`src/hdl/cmrm_pkg.sv`:
```
// Shared types and constants of the column-major to row-major address unit.
`timescale 1ns / 1ps

package cmrm_pkg;

	// Default sizes of the unit.
	localparam int MAX_RANK_DEF   = 4;
	localparam int DIM_BITS_DEF   = 16;
	localparam int INDEX_BITS_DEF = 32;
	localparam int DATA_BITS_DEF  = 64;

	// Fixed widths of the configuration port.
	localparam int RANK_BITS    = 3;
	localparam int CFG_IDX_BITS = 3;

	// Number of size registers in the register map.
	localparam int CFG_SIZE_REGS = 4;

	// Register indexes.
	localparam logic [CFG_IDX_BITS-1:0] REG_RANK = 3'd0;
	localparam logic [CFG_IDX_BITS-1:0] REG_DIM0 = 3'd1;

	// Commands from the controller to the datapath.
	typedef struct packed {
		logic init;        // start a stride setup
		logic stride_en;   // one step of the stride pass
		logic delta_en;    // one step of the offset increment pass
		logic step;        // an item is accepted
	} cmrm_cmd_t;

	// Status from the datapath to the controller.
	typedef struct packed {
		logic cfg_hit;     // a register write that restarts the tensor
	} cmrm_sts_t;

endpackage

```
`src/hdl/col_major_to_row_major_address_unit.sv`:
```
// Top level of the column-major to row-major address unit.
`timescale 1ns / 1ps

// Elements of a tensor enter on the input channel (in_valid, in_stall,
// element_in) in column-major order, dimension 0 fastest. Each one leaves on
// the output channel (out_valid, out_stall) with its row-major destination
// index, a flag on the last element of the tensor, and an overflow flag that
// is high for the whole tensor when the element count exceeds the index range.
// Rank and dimension sizes are written on the cfg_valid/cfg_ready port, only
// while no item is in flight; every write to the rank or a size register
// restarts the tensor. After reset or such a write, the first item is held
// while the strides and counter increments are set up: one dimension per
// cycle through a single shared multiplier, in two passes.
// From then on one item is accepted per cycle unless the receiver stalls,
// across tensor boundaries as well, and its result stands in the output
// register in the cycle after acceptance. While the receiver stalls,
// the output register holds its item and one more item is not taken until it drains.
// Reset sets rank 1 and all sizes 1 and clears the counters and the offset.

module col_major_to_row_major_address_unit #(
	parameter int MAX_RANK   = cmrm_pkg::MAX_RANK_DEF,
	parameter int DIM_BITS   = cmrm_pkg::DIM_BITS_DEF,
	parameter int INDEX_BITS = cmrm_pkg::INDEX_BITS_DEF,
	parameter int DATA_BITS  = cmrm_pkg::DATA_BITS_DEF
) (
	input  logic                              clk,
	input  logic                              arst_n,
	input  logic                              cfg_valid,
	output logic                              cfg_ready,
	input  logic [cmrm_pkg::CFG_IDX_BITS-1:0] cfg_index,
	input  logic [DIM_BITS-1:0]               cfg_data,
	input  logic                              in_valid,
	output logic                              in_stall,
	input  logic [DATA_BITS-1:0]              element_in,
	output logic                              out_valid,
	input  logic                              out_stall,
	output logic [INDEX_BITS-1:0]             dest_index,
	output logic [DATA_BITS-1:0]              element_out,
	output logic                              last_element,
	output logic                              index_overflow
);

	localparam int IW = (MAX_RANK > 1) ? $clog2(MAX_RANK) : 1;

	cmrm_pkg::cmrm_cmd_t cmd;
	cmrm_pkg::cmrm_sts_t sts;
	logic [IW-1:0]       idx;
	logic [IW-1:0]       rank_last;

	// Controller.
	cmrm_ctrl #(
		.IW (IW)
	) u_ctrl (
		.clk       (clk),
		.arst_n    (arst_n),
		.in_valid  (in_valid),
		.in_stall  (in_stall),
		.out_valid (out_valid),
		.out_stall (out_stall),
		.cfg_ready (cfg_ready),
		.sts       (sts),
		.rank_last (rank_last),
		.cmd       (cmd),
		.idx       (idx)
	);

	// Datapath.
	cmrm_datapath #(
		.MAX_RANK   (MAX_RANK),
		.DIM_BITS   (DIM_BITS),
		.INDEX_BITS (INDEX_BITS),
		.DATA_BITS  (DATA_BITS),
		.IW         (IW)
	) u_datapath (
		.clk            (clk),
		.arst_n         (arst_n),
		.cfg_we         (cfg_valid && cfg_ready),
		.cfg_index      (cfg_index),
		.cfg_data       (cfg_data),
		.cmd            (cmd),
		.idx            (idx),
		.sts            (sts),
		.rank_last      (rank_last),
		.element_in     (element_in),
		.dest_index     (dest_index),
		.element_out    (element_out),
		.last_element   (last_element),
		.index_overflow (index_overflow)
	);

endmodule

```
`src/hdl/cmrm_datapath.sv`:
```
// Datapath: configuration registers, stride setup, digit counters and output register.
`timescale 1ns / 1ps

module cmrm_datapath #(
	parameter int MAX_RANK   = cmrm_pkg::MAX_RANK_DEF,
	parameter int DIM_BITS   = cmrm_pkg::DIM_BITS_DEF,
	parameter int INDEX_BITS = cmrm_pkg::INDEX_BITS_DEF,
	parameter int DATA_BITS  = cmrm_pkg::DATA_BITS_DEF,
	parameter int IW         = (MAX_RANK > 1) ? $clog2(MAX_RANK) : 1
) (
	input  logic                              clk,
	input  logic                              arst_n,
	input  logic                              cfg_we,
	input  logic [cmrm_pkg::CFG_IDX_BITS-1:0] cfg_index,
	input  logic [DIM_BITS-1:0]               cfg_data,
	input  cmrm_pkg::cmrm_cmd_t               cmd,
	input  logic [IW-1:0]                     idx,
	output cmrm_pkg::cmrm_sts_t               sts,
	output logic [IW-1:0]                     rank_last,
	input  logic [DATA_BITS-1:0]              element_in,
	output logic [INDEX_BITS-1:0]             dest_index,
	output logic [DATA_BITS-1:0]              element_out,
	output logic                              last_element,
	output logic                              index_overflow
);

	localparam int PW = INDEX_BITS + DIM_BITS;
	localparam logic [PW-1:0] LIMIT = PW'(1) << INDEX_BITS;
	localparam logic [3:0] MAX_RANK_W = 4'(MAX_RANK);

	// Configuration registers.
	logic [cmrm_pkg::RANK_BITS-1:0] rank_q;
	logic [DIM_BITS-1:0]            size_q [MAX_RANK];

	// Tensor walk state.
	logic [DIM_BITS-1:0]   cnt_q [MAX_RANK];
	logic [INDEX_BITS-1:0] offset_q;
	logic                  ovf_q;
	logic                  at_lim_q;

	// Setup results and accumulators.
	logic [INDEX_BITS-1:0] stride_q [MAX_RANK];
	logic [INDEX_BITS-1:0] delta_q [MAX_RANK];
	logic [INDEX_BITS-1:0] modp_q;
	logic [INDEX_BITS-1:0] back_q;

	// Output register.
	logic [INDEX_BITS-1:0] dest_index_q;
	logic [DATA_BITS-1:0]  element_q;
	logic                  last_q;
	logic                  index_ovf_q;

	logic [DIM_BITS-1:0]   eff [MAX_RANK];
	logic [3:0]            used_rank;
	logic                  rank_wr;
	logic                  size_wr;
	logic [cmrm_pkg::CFG_IDX_BITS-1:0] size_sel;
	logic [PW-1:0]         prod;
	logic [INDEX_BITS-1:0] mul_a;
	logic [DIM_BITS-1:0]   mul_b;
	logic                  ovf_n;
	logic                  at_lim_n;
	logic                  last_c;
	logic                  found;
	logic [IW-1:0]         pos;
	logic [DIM_BITS-1:0]   cnt_n [MAX_RANK];
	logic [INDEX_BITS-1:0] offset_n;

	// Register write decode: size registers beyond the rank limit are ignored.
	always_comb begin
		size_sel = cfg_index - cmrm_pkg::REG_DIM0;
		rank_wr  = cfg_we && (cfg_index == cmrm_pkg::REG_RANK);
		size_wr  = cfg_we && (cfg_index >= cmrm_pkg::REG_DIM0)
			&& (int'(size_sel) < cmrm_pkg::CFG_SIZE_REGS) && (int'(size_sel) < MAX_RANK);
	end

	assign sts.cfg_hit = rank_wr || size_wr;

	// Rank in use, with zero read as one and large values saturated.
	always_comb begin
		if (rank_q == '0) begin
			used_rank = 4'd1;
		end else if (4'(rank_q) > MAX_RANK_W) begin
			used_rank = MAX_RANK_W;
		end else begin
			used_rank = 4'(rank_q);
		end
		rank_last = IW'(used_rank - 4'd1);
	end

	// Effective sizes: a size of zero counts as one.
	always_comb begin
		for (int k = 0; k < MAX_RANK; k++) begin
			eff[k] = (size_q[k] == '0) ? DIM_BITS'(1) : size_q[k];
		end
	end

	// Shared multiplier of both setup passes.
	always_comb begin
		if (cmd.stride_en) begin
			mul_a = modp_q;
			mul_b = eff[idx];
		end else begin
			mul_a = stride_q[idx];
			mul_b = eff[idx] - DIM_BITS'(1);
		end
		prod = PW'(mul_a) * PW'(mul_b);
	end

	// Overflow tracking: the exact product either is still below the limit,
	// sits exactly on it, or has gone past it.
	always_comb begin
		if (at_lim_q) begin
			ovf_n = ovf_q || (eff[idx] != DIM_BITS'(1));
		end else begin
			ovf_n = ovf_q || (prod > LIMIT);
		end
		at_lim_n = !ovf_n && (at_lim_q || (prod == LIMIT));
	end

	// Counter advance: the lowest digit that is not at its maximum counts up,
	// the digits below it wrap to zero.
	always_comb begin
		last_c = 1'b1;
		found  = 1'b0;
		pos    = '0;
		for (int k = 0; k < MAX_RANK; k++) begin
			if ((IW'(k) <= rank_last) && (cnt_q[k] != eff[k] - DIM_BITS'(1))) begin
				last_c = 1'b0;
				if (!found) begin
					found = 1'b1;
					pos   = IW'(k);
				end
			end
		end
		for (int k = 0; k < MAX_RANK; k++) begin
			if (last_c || (IW'(k) < pos)) begin
				cnt_n[k] = '0;
			end else if (IW'(k) == pos) begin
				cnt_n[k] = cnt_q[k] + DIM_BITS'(1);
			end else begin
				cnt_n[k] = cnt_q[k];
			end
		end
		offset_n = last_c ? '0 : offset_q + delta_q[pos];
	end

	// Configuration and walk state.
	always_ff @(posedge clk or negedge arst_n) begin
		if (!arst_n) begin
			rank_q   <= cmrm_pkg::RANK_BITS'(1);
			offset_q <= '0;
			ovf_q    <= 1'b0;
			at_lim_q <= 1'b0;
			for (int k = 0; k < MAX_RANK; k++) begin
				size_q[k] <= DIM_BITS'(1);
				cnt_q[k]  <= '0;
			end
		end else if (sts.cfg_hit) begin
			if (rank_wr) begin
				rank_q <= cfg_data[cmrm_pkg::RANK_BITS-1:0];
			end
			for (int k = 0; k < MAX_RANK; k++) begin
				if (size_wr && (IW'(k) == IW'(size_sel))) begin
					size_q[k] <= cfg_data;
				end
				cnt_q[k] <= '0;
			end
			offset_q <= '0;
			ovf_q    <= 1'b0;
			at_lim_q <= 1'b0;
		end else if (cmd.init) begin
			ovf_q    <= 1'b0;
			at_lim_q <= 1'b0;
		end else if (cmd.stride_en) begin
			ovf_q    <= ovf_n;
			at_lim_q <= at_lim_n;
		end else if (cmd.step) begin
			for (int k = 0; k < MAX_RANK; k++) begin
				cnt_q[k] <= cnt_n[k];
			end
			offset_q <= offset_n;
		end
	end

	// Strides, offset increments and setup accumulators.
	always_ff @(posedge clk) begin
		if (cmd.init) begin
			modp_q <= INDEX_BITS'(1);
			back_q <= '0;
		end else if (cmd.stride_en) begin
			stride_q[idx] <= modp_q;
			modp_q        <= prod[INDEX_BITS-1:0];
		end else if (cmd.delta_en) begin
			delta_q[idx] <= stride_q[idx] - back_q;
			back_q       <= back_q + prod[INDEX_BITS-1:0];
		end
	end

	// Output register, loaded with each accepted item.
	always_ff @(posedge clk) begin
		if (cmd.step) begin
			dest_index_q <= offset_q;
			element_q    <= element_in;
			last_q       <= last_c;
			index_ovf_q  <= ovf_q;
		end
	end

	assign dest_index     = dest_index_q;
	assign element_out    = element_q;
	assign last_element   = last_q;
	assign index_overflow = index_ovf_q;

endmodule

```
`src/hdl/cmrm_ctrl.sv`:
```
// Controller: stride setup sequencing and the item handshakes.
`timescale 1ns / 1ps

module cmrm_ctrl #(
	parameter int IW = 2
) (
	input  logic                clk,
	input  logic                arst_n,
	input  logic                in_valid,
	output logic                in_stall,
	output logic                out_valid,
	input  logic                out_stall,
	output logic                cfg_ready,
	input  cmrm_pkg::cmrm_sts_t sts,
	input  logic [IW-1:0]       rank_last,
	output cmrm_pkg::cmrm_cmd_t cmd,
	output logic [IW-1:0]       idx
);

	typedef enum logic [1:0] {
		S_WAIT,
		S_STRIDE,
		S_DELTA,
		S_RUN
	} state_t;

	state_t        state_q;
	logic [IW-1:0] idx_q;
	logic          out_valid_q;
	logic          accept;

	// Items enter only once the strides are set up and the output can move.
	assign in_stall  = !((state_q == S_RUN) && (!out_valid_q || !out_stall));
	assign accept    = in_valid && !in_stall;
	assign out_valid = out_valid_q;
	assign cfg_ready = ((state_q == S_WAIT) || (state_q == S_RUN)) && !out_valid_q;
	assign idx       = idx_q;

	// Datapath commands.
	always_comb begin
		cmd.init      = (state_q == S_WAIT) && in_valid && !sts.cfg_hit;
		cmd.stride_en = (state_q == S_STRIDE);
		cmd.delta_en  = (state_q == S_DELTA);
		cmd.step      = accept;
	end

	// State, setup index and output valid.
	always_ff @(posedge clk or negedge arst_n) begin
		if (!arst_n) begin
			state_q     <= S_WAIT;
			idx_q       <= '0;
			out_valid_q <= 1'b0;
		end else begin
			if (accept) begin
				out_valid_q <= 1'b1;
			end else if (!out_stall) begin
				out_valid_q <= 1'b0;
			end
			if (sts.cfg_hit) begin
				state_q <= S_WAIT;
			end else begin
				unique case (state_q)
					S_WAIT: begin
						if (in_valid) begin
							state_q <= S_STRIDE;
							idx_q   <= rank_last;
						end
					end
					S_STRIDE: begin
						if (idx_q == '0) begin
							state_q <= S_DELTA;
						end else begin
							idx_q <= idx_q - IW'(1);
						end
					end
					S_DELTA: begin
						if (idx_q == rank_last) begin
							state_q <= S_RUN;
						end else begin
							idx_q <= idx_q + IW'(1);
						end
					end
					S_RUN: begin
						state_q <= S_RUN;
					end
					default: begin
						state_q <= S_WAIT;
					end
				endcase
			end
		end
	end

	// An item is only taken once the setup has finished.
	a_accept_in_run: assert property (@(posedge clk) disable iff (!arst_n)
		accept |-> (state_q == S_RUN))
		else $error("item accepted outside of the run state");

	// Every accepted item shows up in the output register.
	a_accept_gives_result: assert property (@(posedge clk) disable iff (!arst_n)
		accept |=> out_valid_q)
		else $error("accepted item did not reach the output register");

	// The setup index never passes the last dimension in use.
	a_idx_in_range: assert property (@(posedge clk) disable iff (!arst_n)
		((state_q == S_STRIDE) || (state_q == S_DELTA)) |-> (idx_q <= rank_last))
		else $error("setup index beyond the rank");

	// A restarting register write forces a new stride setup.
	a_cfg_restarts: assert property (@(posedge clk) disable iff (!arst_n)
		sts.cfg_hit |=> (state_q == S_WAIT))
		else $error("register write did not restart the setup");

endmodule

```
`config.mk`:
```
export PLATFORM = sky130hd
export DESIGN_NAME = col_major_to_row_major_address_unit
export DESIGN_NICKNAME = d
export VERILOG_FILES = /design/src/hdl/cmrm_pkg.sv /design/src/hdl/col_major_to_row_major_address_unit.sv /design/src/hdl/cmrm_datapath.sv /design/src/hdl/cmrm_ctrl.sv
export SDC_FILE = /design/constraint.sdc
export NUM_CORES = 2
export LEC_CHECK = 0
export BUFFER_PORTS_ARGS = -buffer_cell sky130_fd_sc_hd__buf_2
export CORE_MARGIN = 2
export CORE_UTILIZATION = 55
export CTS_CLUSTER_SIZE = 16
export DETAILED_ROUTE_END_ITERATION = 10
export GPL_ROUTABILITY_DRIVEN = 0
export PLACE_DENSITY = 0.72
export REMOVE_ABC_BUFFERS = 1
export SYNTH_ARGS = -nofsm -noshare
export SYNTH_HDL_FRONTEND = slang
export SYNTH_SLANG_ARGS = --single-unit
export TNS_END_PERCENT = 100
```
`constraint.sdc`:
```
create_clock -name clk -period 28.8 [get_ports clk]
set_input_delay 0 -clock clk [delete_from_list [all_inputs] [get_ports clk]]
set_output_delay 0 -clock clk [all_outputs]
set_load 0.02 [all_outputs]
```
# Yosys cells after proc, flatten, opt, wreduce, memory -nomap -nowiden
# Memory sizes are Yosys's and may differ from the RTL's.
# Index checks and enable logic that the tools add are counted.
# classes
addsub	16
n_mul	1
order_cmp	13
n_eq_ne	25
n_mux	66
n_bitwise	3
n_reduce_logical	64
# op_table
operator	n
2-to-1 mux 64 bit	4
2-to-1 mux 16 bit	15
2-to-1 mux 32 bit	6
subtractor 16 x 1 -> 16 bit (second input constant)	5
adder 16 x 1 -> 16 bit (second input constant)	4
adder 32 bit	2
logical NOT 16 bit	4
!= test 16 bit	4
equality test 48 x 33 -> 1 bit (second input constant)	1
> comparator 48 x 33 -> 1 bit (second input constant)	1
multiplier 32 x 16 -> 48 bit	1
binary-select mux 16 bit (select 2 bit)	1
subtractor 32 bit	1
2-to-1 mux 2 bit	14
2-to-1 mux 1 bit	24
logical AND 1 bit	19
nonzero test 3 bit	6
!= test 16 x 1 -> 1 bit (second input constant)	1
AND reduction 4 bit	4
AND reduction 2 bit	6
logical OR 1 bit	10
equality test 2 bit (first input constant)	4
logical NOT 2 bit	4
one-hot mux 2 bit (4 select lines)	1
27 further kinds	46
# totals
register_bits	332
ram_bits	256
in_bits	88
output_inout_bits	101
mem_count	2
# memory_table
name	depth	width	rd	rd_ports_with_merged_regs	write_ports	line	rtl
u_datapath.delta_q	4	32	1	0	1	cmrm_datapath.sv:43	logic [INDEX_BITS-1:0] delta_q [MAX_RANK];
u_datapath.stride_q	4	32	1	0	1	cmrm_datapath.sv:42	logic [INDEX_BITS-1:0] stride_q [MAX_RANK];

# Depth between registers and ports, before layout
# depth
ltp_word	20
depth_mapped	45

# Cells and area by module
# From an unflattened synthesis, not the netlist that was laid out.
# hier_totals
hier_cells	4403
area_unflattened_um2	46080.4
# modules_own_cells
module	n_inst	cells_each	area_each_um2
cmrm_datapath	1	4356	45652.5
cmrm_ctrl	1	46	421.7
col_major_to_row_major_address_unit	1	1	6.3

# Worst setup path after synthesis
# Ideal clock, no wire load.
# synth_timing
path_kind	register -> register
startpoint	reg u_datapath.size_q[41] in the netlist's numbering
endpoint	reg u_datapath.back_q[30]
setup_time_ps	128
arrival_time_ps	10222
required_time_ps	28672
setup_slack_ps	18451
path_stages_with_launch	42
synth_period_minus_slack_ps	10349
cell_sequence	dfrtp_1 or4_4 or4_1 nor2_1 a21oi_1 mux4_2 ha_1 nand2_1 nor3_1 and2_1 xor2_1 clkbuf_1 nand2_1 fa_1 inv_1 fa_1 inv_1 fa_1 [... 6 more ...] ha_1 a21o_1 a31o_2 o21a_1 o21a_1 o311ai_0 ha_1 or3_1 o21ai_0 a21oi_1 a311oi_1 nand4_1 a31o_2 a21o_1 a31oi_1 xnor2_1 mux2i_1 nor2_1
# synth_via
elab_chain_cells	9
# synth_rtl
item	line	rtl
start, declared	cmrm_datapath.sv:33	logic [DIM_BITS-1:0] size_q [MAX_RANK];
start signal, assigned by index	cmrm_datapath.sv:165	size_q[k] <= cfg_data;
logical NOT 16 bit	cmrm_datapath.sv:94	eff[k] = (size_q[k] == '0) ? DIM_BITS'(1) : size_q[k];
2-to-1 mux 16 bit *	cmrm_datapath.sv:94	
binary-select mux 16 bit (select 2 bit) *	cmrm_datapath.sv:102, cmrm_datapath.sv:105	
2-to-1 mux 16 bit (implied by the code) * (2 in series)	cmrm_datapath.sv:102, cmrm_datapath.sv:105	
subtractor 16 x 1 -> 16 bit	cmrm_datapath.sv:105	mul_b = eff[idx] - DIM_BITS'(1);
2-to-1 mux 16 bit *	cmrm_datapath.sv:100	if (cmd.stride_en) begin
multiplier 32 x 16 -> 48 bit *	cmrm_datapath.sv:107	prod = PW'(mul_a) * PW'(mul_b);
named net u_datapath.prod[18]	cmrm_datapath.sv:58	logic [PW-1:0] prod;
adder 32 bit *	cmrm_datapath.sv:196	back_q <= back_q + prod[INDEX_BITS-1:0];
end signal, assigned	cmrm_datapath.sv:196	
end, declared	cmrm_datapath.sv:45	logic [INDEX_BITS-1:0] back_q;
# The timed path passes the listed nets; every way through them passes the cells marked *. The select of a mux whose other input is x is not followed.
# A chain may end at the register's enable or synchronous reset.

# Final worst setup path
# Same ends and word-level chain as after synthesis.

==> flow_summary.toml <==
[timing]
setup-violations-final = 0
slew-limit-headroom_pct = 14.7
period_minus_slack_ns = 11.97
worst_slew_pin_slew_ns = 1.26
fin_skew_ns = 0.0543
fmax_mhz = 83.5
hold_viol_final = 0
tns_ns = 0
fin_crit_sh_pct = 41.6
rsz0062_at_grt = "no"
slew_viol_final = 0

[synthesis]
async_flop_share_pct = 28.9
ys_seq_area_share_pct = 35.0
synth_cells = 4499
netlist.area_leader.share_pct = 23.0
synth_warnings = 0
yosysTopAreaCell = "edfxtp_1"
ys_seq_elements = 588
synthXorXnorAreaFrac_pct = 4.05
muxShareOfSynthArea_pct = 6.78
synth_edf_count = 354
synthTopCellsByArea = "edfxtp_1 (23%), fa_1 (18%), dfrtp_1 (8.9%)"
netlist_area_um2 = 46200
synth_fa_ha_area_share_pct = 24.5
synth_ff_type = "edfxtp_1"
syn_avg_cell_area_um2 = 10.3
yosys.area_share.simple_pct = 13.6
synth_top_family_by_area = "adder cells"
yosysUniqueCellTypes = 93
synth_compound_area_share_pct = 9.63

[place]
io_buffers = 188
dp_hpwl_um = 93900

[floorplanning]
die_area_um2 = 86300
rows = 106
core_um2 = 83400
die_h_um = 294
die_w_um = 294
io-pin-count = 189
start_util_pct = 55.4

[drt]
via_per_inst = 6.00
ant_nets = 0
post_drt_wl_per_cell_um = 21.7
firstDrtPassIters = 6
drc = 0
routed_wl_um = 127000
first_iter_violations = 3084
vias = 35000

[outcome]
outcome = "completed"

[setup_path]
critical_path_arrival_ns = 12.48
reg2regPathDepth = 39
required_ns = 29.31
cpMostUsedCell = "fa_1"
endpoint_kind = "flip-flop"
cp-start-kind = "flip-flop"
cp_slowest_stage_delay_ns = 0.87
critPathLaunch = "u_datapath.size_q[41]$_DFFE_PN0P_"
crit_slowest_cell = "o311ai_0"
timing.rr.end = "u_datapath.back_q[30]$_SDFFE_PP0P_"
worstPathMaxFanout = 21
r2r_slack_ns = 16.83
path_class = "flip-flop to flip-flop"
r2r-start = "u_datapath.size_q[41]$_DFFE_PN0P_"

[global_routing]
grt_antenna_before_repair = 0
grt_pass1_wl_um = 200000
grt_pass1_vias = 35400
grt_usage_pct = 29.9
globalRoute.totalOverflow = 0
grt_max_degree = 106

[layout]
fin_nets = 5439
drive_gt1_share_pct = 11.6
final_util_pct = 61.4
area_growth_pct = 10.8

[clocking]
cts_root_buf = "clkbuf_16"
cts_buffer_depth = 3
clock-sinks = 588
h-tree-depth = 2
clk_latency_ns = 0.66
clk_pin_slew_worst_paths_ns = 0.07
cts_tree = "done"
cts_resized = 0
cts_made_buffers = 59
postCtsSetupBuffers = 0

[hold_path]
hold_class = "input pin to flip-flop"
min_from = "element_in[21]"
hold_path_end = "u_datapath.element_out[21]$_DFFE_PP_"
holdPathStages = 2

[run]
drv_cap = 0
## worst max-delay path by stage
stage	slack [ns]	end	cells past startpoint
2_1_floorplan	16.63	u_datapath.back_q[30]$_SDFFE_PP0P_	36
3_3_place_gp	17.04	u_datapath.back_q[30]$_SDFFE_PP0P_	39
3_5_place_dp	16.96	u_datapath.back_q[30]$_SDFFE_PP0P_	39
4_1_cts	16.95	u_datapath.back_q[30]$_SDFFE_PP0P_	39
5_1_grt	16.35	u_datapath.back_q[30]$_SDFFE_PP0P_	39
6_report	16.83	u_datapath.back_q[30]$_SDFFE_PP0P_	39
## cells by family (layout without fill, tap and decap cells)
kind of cell	count (synthesis)	count (layout)
AOI/OAI and AO/OA	697	697
xor gates and xnor gates	213	213
adders and majority gates	652	652
buffers and inverters	782	1033
DFF	588	588
muxes	206	206
other	0	1
and+or+nand+nor	1361	1361
## state kept, by name (all words and copies together) (netlist names), 3 cells and up
| name | count |
|---|---|
| u_datapath.element_out | 64 |
| u_datapath.offset_q | 32 |
| u_datapath.back_q | 32 |
| u_datapath.dest_index | 32 |
| u_datapath.delta_q | 128 |
| u_datapath.size_q | 64 |
| u_datapath.cnt_q | 64 |
| u_datapath.stride_q | 128 |
| u_datapath.rank_q | 3 |
| u_datapath.modp_q | 32 |
## area by class of cell
type	count	area, um^2
antenna	1	2.50
clock buffer	83	1650
clock inverter	29	350
fill	6706	32200
inverter	596	2240
multi-input combinational	3129	27200
sequential	588	16200
tap	1080	1350
timing repair buffer	325	2190
## metrics by stage
step           setup WS [ns]  cells  cell area, um^2  hold WS [ns]
6_report               16.83   5831            51200        0.0409
5_1_grt                16.35   5830            51200        0.0143
4_1_cts                16.95   5830            51200       0.00194
3_5_place_dp           16.96   5631            48300         0.178
3_3_place_gp           17.04   5631            48300         0.176
2_1_floorplan          16.63   4313            45500        -0.296
## per-layer routing
| layer | wire length (um) | global-route usage, % | vias to the layer above |
|---|---|---|---|
| met4 | 7690 | 16.0 | 0 |
| met3 | 10200 | 4.78 | 376 |
| li1 | - | - | 15600 |
| met2 | 60200 | 49.3 | 1630 |
| met1 | 48500 | 38.2 | 17300 |
| met5 | 0 | 0 | - |
## repair_timing
action,CTS,global route
hold buffers,87,0
setup endpoints to repair,0,0
hold endpoints to repair,246,0
## cells in the final DEF (no fill, tap or decap), types with 22 or more instances in the layout
cell / count
a22o_1: 29
buf_2: 187
nand2_1: 610
nor2_1: 265
xor2_1: 84
inv_1: 592
a21o_1: 69
dlygate4sd3_1: 87
o21ai_0: 151
or3_1: 22
fa_1: 421
edfxtp_1: 354
clkbuf_16: 59
a211oi_1: 22
dfxtp_1: 64
nand2b_1: 42
and3_1: 52
nor3_1: 63
ha_1: 229
a21oi_1: 217
nand4_1: 41
and2_1: 46
dfrtp_1: 163
buf_4: 50
mux2i_1: 60
nand3_1: 74
nor2b_1: 31
mux4_2: 79
mux2_2: 67
xnor2_1: 117
## synth_stat cells (79+ instances only)
library cell  instances
nor2_1              274
inv_1               593
o21ai_0             151
edfxtp_1            354
ha_1                231
clkbuf_1            160
dfrtp_1             165
a21oi_1             217
mux4_2               79
xnor2_1             124
fa_1                421
nand2_1             610
xor2_1               88
## critical path: cells and delay by family (launching register included)
family          cells  cell delay [ns]
fa+ha+maj           9             4.21
xor+xnor            1             0.08
compound gates     14             3.97
buf+inv             5             0.25
mux                 2             0.73
simple gates        8             2.14
flops               1             0.46
Power is not shown: default switching activity piles up to over one toggle a cycle in this logic, so the estimate is an artifact.
